==> src/hdl/tcw_pkg.sv <==
`timescale 1ns / 1ps
// ----------------------------------------------------------------------------
// tcw_pkg
// shared sizes, codes and controller/datapath handshake types for the
// text console character writer
// ----------------------------------------------------------------------------
package tcw_pkg;

    // screen geometry
    localparam int COLUMNS    = 80;
    localparam int ROWS       = 25;
    localparam int CELL_COUNT = COLUMNS * ROWS;
    localparam int ADDR_W     = $clog2(CELL_COUNT);

    typedef logic [ADDR_W-1:0] t_addr;
    typedef logic [15:0]       t_cell;

    localparam t_addr COL_ADDR       = t_addr'(COLUMNS);
    localparam t_addr FILL_LAST_ADDR = t_addr'(CELL_COUNT - 1);
    localparam t_addr SCRL_LAST_ADDR = t_addr'(CELL_COUNT - COLUMNS - 1);

    // operation codes
    localparam logic [1:0] OP_PUT   = 2'd0;
    localparam logic [1:0] OP_CLEAR = 2'd1;
    localparam logic [1:0] OP_READ  = 2'd2;

    // special character codes
    localparam logic [7:0] CH_IGNORE    = 8'hff;
    localparam logic [7:0] CH_BACKSPACE = 8'h08;
    localparam logic [7:0] CH_NEWLINE   = 8'h0a;

    localparam logic [7:0] ATTR_RESET = 8'h07;

    // controller -> datapath
    typedef struct packed {
        logic latch;        // capture the input beat
        logic wr_cur;       // write the cell under the cursor
        logic wr_prev;      // zero the cell before the cursor
        logic step;         // advance cursor for the latched character
        logic sweep_clr;    // restart the sweep counter
        logic fill;         // one fill write at the sweep counter
        logic fill_zero;    // fill with zero instead of the blank cell
        logic scroll;       // one scroll read at counter plus one row
        logic scroll_home;  // cursor to column 1 of the second last row
        logic home;         // cursor to (1,1)
        logic push;         // load the result register
    } t_dp_cmd;

    // datapath -> controller
    typedef struct packed {
        logic is_put;
        logic is_clear;
        logic ch_ignore;
        logic ch_bs;
        logic need_scroll;
        logic fill_last;
        logic scroll_last;
        logic out_free;
    } t_dp_sts;

endpackage

==> src/hdl/tcw_ctrl.sv <==
`timescale 1ns / 1ps
// ----------------------------------------------------------------------------
// tcw_ctrl
// sequencer: decodes each command beat and steps the datapath through
// cell writes, scroll and fill sweeps
// ----------------------------------------------------------------------------
module tcw_ctrl
    import tcw_pkg::*;
(
    input  logic    i_clk,
    input  logic    i_rst_n,
    input  logic    i_in_valid,
    output logic    o_in_ready,
    input  t_dp_sts i_sts,
    output t_dp_cmd o_cmd
);

    typedef enum logic [3:0] {
        S_INIT,
        S_IDLE,
        S_DISPATCH,
        S_BS_PREV,
        S_CHECK,
        S_SCROLL,
        S_SCROLL_TAIL,
        S_CLEAR,
        S_FINISH
    } t_state;

    t_state r_state;
    t_state n_state;

    assign o_in_ready = (r_state == S_IDLE);

    always_comb begin
        n_state = r_state;
        o_cmd   = '0;
        unique case (r_state)
            S_INIT: begin
                o_cmd.fill      = 1'b1;
                o_cmd.fill_zero = 1'b1;
                if (i_sts.fill_last) begin
                    n_state = S_IDLE;
                end
            end
            S_IDLE: begin
                if (i_in_valid) begin
                    o_cmd.latch = 1'b1;
                    n_state     = S_DISPATCH;
                end
            end
            S_DISPATCH: begin
                priority if (i_sts.is_put && i_sts.ch_ignore) begin
                    n_state = S_FINISH;
                end else if (i_sts.is_put) begin
                    o_cmd.wr_cur = 1'b1;
                    if (i_sts.ch_bs) begin
                        n_state = S_BS_PREV;
                    end else begin
                        o_cmd.step = 1'b1;
                        n_state    = S_CHECK;
                    end
                end else if (i_sts.is_clear) begin
                    o_cmd.sweep_clr = 1'b1;
                    n_state         = S_CLEAR;
                end else begin
                    n_state = S_FINISH;
                end
            end
            S_BS_PREV: begin
                o_cmd.wr_prev = 1'b1;
                o_cmd.step    = 1'b1;
                n_state       = S_CHECK;
            end
            S_CHECK: begin
                if (i_sts.need_scroll) begin
                    o_cmd.sweep_clr = 1'b1;
                    n_state         = S_SCROLL;
                end else begin
                    n_state = S_FINISH;
                end
            end
            S_SCROLL: begin
                o_cmd.scroll = 1'b1;
                if (i_sts.scroll_last) begin
                    n_state = S_SCROLL_TAIL;
                end
            end
            S_SCROLL_TAIL: begin
                o_cmd.scroll_home = 1'b1;
                n_state           = S_FINISH;
            end
            S_CLEAR: begin
                o_cmd.fill = 1'b1;
                if (i_sts.fill_last) begin
                    o_cmd.home = 1'b1;
                    n_state    = S_FINISH;
                end
            end
            S_FINISH: begin
                if (i_sts.out_free) begin
                    o_cmd.push = 1'b1;
                    n_state    = S_IDLE;
                end
            end
            default: begin
                n_state = S_IDLE;
            end
        endcase
    end

    always_ff @(posedge i_clk) begin
        if (!i_rst_n) begin
            r_state <= S_INIT;
        end else begin
            r_state <= n_state;
        end
    end

endmodule

==> config.mk <==
export PLATFORM = sky130hd
export DESIGN_NAME = tcw_ctrl
export DESIGN_NICKNAME = d
export VERILOG_FILES = /design/src/hdl/tcw_pkg.sv /design/src/hdl/tcw_ctrl.sv
export SDC_FILE = /design/constraint.sdc
export NUM_CORES = 1
export LEC_CHECK = 0
export BUFFER_PORTS_ARGS = -buffer_cell sky130_fd_sc_hd__buf_2
export CORE_MARGIN = 1.5
export CORE_UTILIZATION = 30
export DETAILED_ROUTE_END_ITERATION = 6
export SLEW_MARGIN = 10
export SYNTH_ARGS = -nofsm -noshare
export SYNTH_HDL_FRONTEND = slang
export SYNTH_SLANG_ARGS = --single-unit
==> constraint.sdc <==
create_clock -name i_clk -period 1.75 [get_ports i_clk]
set_input_delay 0.175 -clock i_clk [delete_from_list [all_inputs] [get_ports i_clk]]
set_output_delay 0.175 -clock i_clk [all_outputs]
set_load 0.01 [all_outputs]
==> results of run 1 <==
==> final timing paths <==
kind / from / to / slack, ns / depth (start not counted)
max reg2reg: r_state[0] / r_state[0] / 0.17 / 4
max: r_state[0] / o_cmd[7] / 0.16 / 5
min: i_rst_n / r_state[3] / 0.20 / 2
min reg2reg: r_state[1] / r_state[1] / 0.67 / 3
==> logic make-up (layout without fill, tap and decap cells) <==
logic type | count (synthesis) | count (layout) | synth area share
muxes | 1 | 1 | 0.0249
and+or+nand+nor | 34 | 34 | 0.432
AOI/OAI and AO/OA | 16 | 16 | 0.283
buffers and inverters | 10 | 36 | 0.0831
DFF | 4 | 4 | 0.177
==> worst reg2reg max path, cell delays in order (launching register included) <==
cell and delay, ns:
dfxtp_1 0.33, or4_1 0.59, a21oi_2 0.28, or2_1 0.17, o311a_1 0.15
==> power groups by stage <==
stage / clock [uW] / combinational [uW] / sequential [uW]
2_1_floorplan: 0 / 399 / 150
4_1_cts: 122 / 581 / 170
6_report: 117 / 586 / 174
3_5_place_dp: 0 / 580 / 172
5_1_grt: 132 / 657 / 180
3_3_place_gp: 0 / 577 / 173
==> cells in the mapped netlist, drive strengths merged (2+ instances only) <==
library cell	count
a21o	2
a21oi	2
and2	2
clkbuf	4
dfxtp	4
inv	6
nand2	4
nand2b	5
nand4b	2
nor2	6
nor3	7
nor4	2
==> stage by stage <==
stage / util / power [uW]
detailed placement: 0.447 / 752
global placement: 0.447 / 750
floorplan: - / 549
finish: 0.470 / 876
global route: 0.470 / 969
CTS: 0.463 / 873
==> what timing repair did <==
item,4_1_cts,5_1_grt
hold buffers,0,0
resized for setup,0,3
setup endpoints to repair,0,3
buffers inserted,0,0
==> routing by layer <==
layer / up-vias / wire, um / global-route usage
li1: 289 / - / -
met1: 252 / 544 / 0.207
met2: 15 / 573 / 0.241
met3: 0 / 67 / 0.0522
met4: 0 / 0 / 0.0194
met5: - / 0 / 0
==> cell type report <==
type | instances | area, um2 | share of cell area
multi-input combinational | 51 | 340 | 0.536
timing repair buffer | 27 | 148 | 0.233
sequential | 4 | 82.6 | 0.130
clock buffer | 3 | 22.5 | 0.0355
inverter | 6 | 22.5 | 0.0355
tap | 15 | 18.8 | 0.0296
==> cells in the final DEF (no fill, tap or decap), types with 2 or more instances in the layout <==
master    netlist  routed
dfxtp_2         0       2
nor2_1          6       6
inv_1           6       6
nand4b_1        2       2
buf_2           0      22
and2_1          2       2
a21o_1          2       2
clkbuf_4        0       3
nand2_1         4       4
dfxtp_1         4       2
buf_4           0       5
nand2b_1        5       5
nor3_1          7       7
==> reports/qor.yml, run 1 <==
rsz0062_at_grt: "false"
finClkSkew_ns: 0.00566
crit_arrival_ns: 1.41
syn_area_um2: 452
port_buffers: 22
dp_hpwl_um: 959
clock-sinks: 4
yosys_register_bits: 4
ios: 23
grt_overflow_total: 0
netlist_instances: 65
rows: 13
fmax_ghz: 0.630
largest_reg_flops: 4
max_slew.worst_pin.slew_ns: 0.387
die_w_um: 41.8
grtUsageTotal: 0.153
cts_tree: "done"
endpoint_kind: "primary output"
regMostFlops: "r_state"
clock_latency_ns: 0.24
coreArea_um2: 1350
seqPwrFrac: 0.198
critPathKind: "flip-flop to primary output"
place_inst: 103
synth_cell_types: 32
hold_path.class: "input pin to flip-flop"
setup_viol: 0
nFillCells: 152
cts_buffer_depth: 2
relSlewSlack: 0.735
clockRootBuffer: "clkbuf_4"
whs_ns: 0.200
synthTopCellsByArea: "dfxtp_1, nor3_1, nand2b_1, inv_1, nor2_1"
cpPeakStageDelay_ns: 0.33
max-cap-violations: 0
area_growth_pct: 40.4
hold_viol_final: 0
antenna_left: 0
grt_pass1_wl_um: 2170
crit_path_cell_trace: "buf_4 -> nand2b_1 -> nor4_2 -> a21o_1 -> buf_2"
grt_pass1_vias: 520
drt_iter0_drc: 10
finalMaxSlewViolations: 0
antenna_found_initial: 0
synth_top_area_frac: 0.177
finish.instance_area_um2: 634
wl_per_cell_um: 11.2
post_dp_cell_area_um2: 603
totalNegativeSetupSlack_ns: 0
crit_slowest_cell: "dfxtp_1"
powerDensity_nw_per_um2: 1380
reg_top3: "r_state x4"
syn_nets: 76
p_clk_frac: 0.133
final_cell_count_no_fill: 106
intPower_uw: 471
place.gp.congestion: 0.834
start_util: 0.335
yosysTopAreaCell: "dfxtp_1"
critPathBufInv: 2
cts_htree_levels: 1
peakVddDrop_v: 0.000579
vias_per_cell: 5.25
drive_gt1_frac: 0.407
switching_share: 0.462
setup_slack_ns: 0.163
cp-start-kind: "flip-flop"
cpLargestDelayFamily: "simple AND/OR/NAND/NOR gates"
drt-pass1-iter-count: 4
dieArea_um2: 1750
leakage_uw: 0.000311
synth_ff_type: "dfxtp_1"
num_antenna_cells: 0
vias: 556
ys_seq_area_frac: 0.177
timing.final.crit_share: 0.907
period_minus_slack_ns: 1.59
required_ns: 1.57
async_flop_share: 0
cp_max_fo: 9
nets: 104
dp_slack_ns: 0.130
wl_um: 1190
cts.clk_slew.worst_paths_ns: 0.04
numCtsBuffers: 3
grt_start_max_net_pins: 11
synth_area_per_cell_um2: 6.95
synth_edf_count: 0
p_comb_frac: 0.668
yosysWarnings: 0
route.detailed.drc: 0
status: "finished, final reports clean"
p_sw_uw: 405
die_y_um: 41.8
(Power assumes the default switching activity.)
==> run 2, diff against run 1 <==
--- a/config.mk
+++ b/config.mk
@@ -5,6 +5,7 @@
 export SDC_FILE = /design/constraint.sdc
 export NUM_CORES = 1
 export LEC_CHECK = 0
+export ABC_AREA = 1
 export BUFFER_PORTS_ARGS = -buffer_cell sky130_fd_sc_hd__buf_2
 export CORE_MARGIN = 1.5
 export CORE_UTILIZATION = 30
@@ -13,3 +14,4 @@
 export SYNTH_ARGS = -nofsm -noshare
 export SYNTH_HDL_FRONTEND = slang
 export SYNTH_SLANG_ARGS = --single-unit
+export TNS_END_PERCENT = 30
==> constraint.sdc (replaced) <==
create_clock -name i_clk -period 1.5 [get_ports i_clk]
set_input_delay 0.15 -clock i_clk [delete_from_list [all_inputs] [get_ports i_clk]]
set_output_delay 0.15 -clock i_clk [all_outputs]
set_load 0.01 [all_outputs]
==> run 2 against run 1 <==
  * Total power grew 58%
  * First-iteration DRC count grew 10%
  * Highest routed layer unchanged
  * Final cell count is 24% higher
  * Critical path type unchanged
  * Critical endpoint is now o_cmd[6]
==> reports/qor.yml, run 2 <==
rsz0062_at_grt: "true"
numCtsBuffers: 3  # unchanged
place.gp.congestion: 0.832  # -0.29%
area_growth_pct: 37.7
clock-sinks: 4  # unchanged
regMostFlops: "r_state"
synthTopCellsByArea: "nand2_1, dfxtp_1, nor2_1, nand3_1, nand3_2"
start_util: 0.321  # -0.0131
seqPwrFrac: 0.199  # about the same
powerDensity_nw_per_um2: 2080  # +50%
grt_pass1_wl_um: 2210  # +1.9%
yosys_register_bits: 4  # unchanged
netlist_top_cells_count: "nand2_1, nor2_1, inv_1"
largest_reg_flops: 4  # unchanged
final_util: 0.443  # -0.0272
crit_arrival_ns: 1.27  # -0.14 ns
grt_overflow_total: 0  # unchanged
dp_hpwl_um: 1000  # +4.7%
finalMaxSlewViolations: 0  # unchanged
synth_cell_types: 17  # -47%
peakVddDrop_v: 0.000628  # +8.4%
p_sw_uw: 735  # +81%
nFillCells: 168  # +11%
cts_tree: "done"
clockRootBuffer: "clkbuf_4"
cts_buffer_depth: 2  # unchanged
netlist_instances: 88  # +35%
rows: 14  # +1
dieArea_um2: 1860  # +6.7%
ys_seq_area_frac: 0.165  # -0.0119
max_slew.worst_pin.slew_ns: 0.189  # -0.198 ns
endpoint_kind: "primary output"
ctsHoldBuffers: 0  # unchanged
grt_pass1_vias: 578  # +11%
synth_area_per_cell_um2: 5.50  # -21%
antenna_found_initial: 0  # unchanged
wl_um: 1190  # +0.59%
die_y_um: 43.2  # +3.3%
use_met1: 0.193  # -0.0144
die_w_um: 43.2  # +3.3%
cts_htree_levels: 1  # unchanged
final_common_cell: "nand2_1"
yosysTopAreaCell: "nand2_1"
port_buffers: 22  # unchanged
wl_per_cell_um: 9.10  # -19%
vias: 605  # +8.8%
synth_ff_type: "dfxtp_1"
switching_share: 0.531  # +0.0683
nets: 128  # +23%
reg_top3: "r_state x4"
grt-busiest-layer: "met2"
finClkSkew_ns: 0.00136  # -0.00430 ns
use_met3: 0.0511  # -0.00111
drive_gt1_frac: 0.426  # +0.0195
drt_iter0_drc: 11  # +1
totalNegativeSetupSlack_ns: 0  # unchanged
max-cap-violations: 0  # unchanged
period_minus_slack_ns: 1.42
synth_top_area_frac: 0.202  # +0.0243
synth.most_common_cell: "nand2_1"
hold_path.class: "input pin to flip-flop"
grt_util_met2: 0.251  # +0.0101
required_ns: 1.35  # -0.22 ns
syn_nets: 99  # +30%
clock_latency_ns: 0.23  # about the same
cts.clk_slew.worst_paths_ns: 0.04  # about the same
status: "finished, final reports clean"
grtUsageTotal: 0.154  # about the same
power.total_uw: 1380  # +58%
async_flop_share: 0  # unchanged
relSlewSlack: 0.873  # +0.138
hold_viol_final: 0  # unchanged
antenna_left: 0  # unchanged
synth_edf_count: 0  # unchanged
p_comb_frac: 0.707  # +0.039
cp-start-kind: "flip-flop"
route.detailed.drc: 0  # unchanged
drt-pass1-iter-count: 4  # unchanged
setup_viol: 0  # unchanged
coreArea_um2: 1510  # +12%
fmax_ghz: 0.705
intPower_uw: 650  # +38%
critPathKind: "flip-flop to primary output"
p_clk_frac: 0.094  # -0.039
vias_per_cell: 4.62  # -12%
cp_max_fo: 7  # -2
syn_area_um2: 484  # +7.2%
leakage_uw: 0.000404  # +30%
ios: 23  # unchanged
final_cell_mix: "nand2_1, buf_2, nor2_1, inv_1, nand3_1"
grt_start_max_net_pins: 8  # -3
timing.final.crit_share: 0.945
yosysWarnings: 0  # unchanged
num_antenna_cells: 0  # unchanged
[run 2: changes by cell type after synthesis, sizes merged, moves of 2 or more]
| cell | change |
|---|---|
| a21o | -2 |
| and2 | -2 |
| clkbuf | -4 |
| inv | +7 |
| nand2 | +22 |
| nand2b | -5 |
| nand3 | +12 |
| nand4b | -2 |
| nor2 | +16 |
| nor3 | -5 |
| nor4 | -2 |
[run 2: power groups by stage]
stage | logic, uW | clock network [uW] | registers [uW]
floorplan | 693 | 0 | 231
global placement | 915 | 0 | 248
detailed placement | 919 | 0 | 248
CTS | 937 | 139 | 266
global route | 1130 | 146 | 285
finish | 979 | 130 | 276
[run 2: metrics by stage]
stage                     hold WS, ns  setup slack, ns  instance area (um2)  cells
final                           0.168           0.0825                  667    131
after global routing            0.178          -0.0176                  667    131
after CTS                       0.166           0.0217                  648    129
after detailed placement        0.415            0.198                  614    126
after global placement          0.416            0.202                  614    126
after floorplan                 0.270            0.281                  484     88
[run 2: metal layers]
layer / vias up / wire length (um)
met2: 19 / 548
met5: - / 0
met1: 253 / 569
met4: 0 / 0
met3: 0 / 74
li1: 333 / -
[run 2: area by class of cell]
class | instances | area (um2) | area share
Sequential cell | 4 | 85.1 | 0.128
Inverter | 13 | 48.8 | 0.0732
Tap cell | 16 | 20.0 | 0.0300
Multi-Input combinational cell | 71 | 365 | 0.548
Clock buffer | 3 | 22.5 | 0.0338
Timing Repair Buffer | 24 | 125 | 0.188
[run 2: worst paths after layout]
path,start,to,slack [ns],cells past startpoint
worst min-delay path,i_rst_n,r_state[0],0.17,3
worst max-delay path,r_state[2],o_cmd[6],0.08,5
worst min register to register,r_state[2],r_state[2],0.53,2
worst max register to register,r_state[3],r_state[3],0.26,8
[run 2: worst max-delay path: stages (launching register included)]
cell and delay [ns]:
dfxtp_2 0.38, inv_2 0.08, nor2_4 0.17, nand3_1 0.15
o21ai_0 0.11, buf_2 0.15
[run 2: cell families after synthesis]
family / Yosys count / share of synthesized area
AOI/OAI and AO/OA: 6 / 0.0801
buffers and inverters: 13 / 0.101
DFF: 4 / 0.165
and+or+nand+nor: 65 / 0.654
[run 2: what timing repair did]
item                       in CTS  in global routing
setup buffers                   0                  2
cloned                          0                  0
setup endpoints to repair       2                  3
gates resized for setup         3                  3
pin swaps                       0                  1
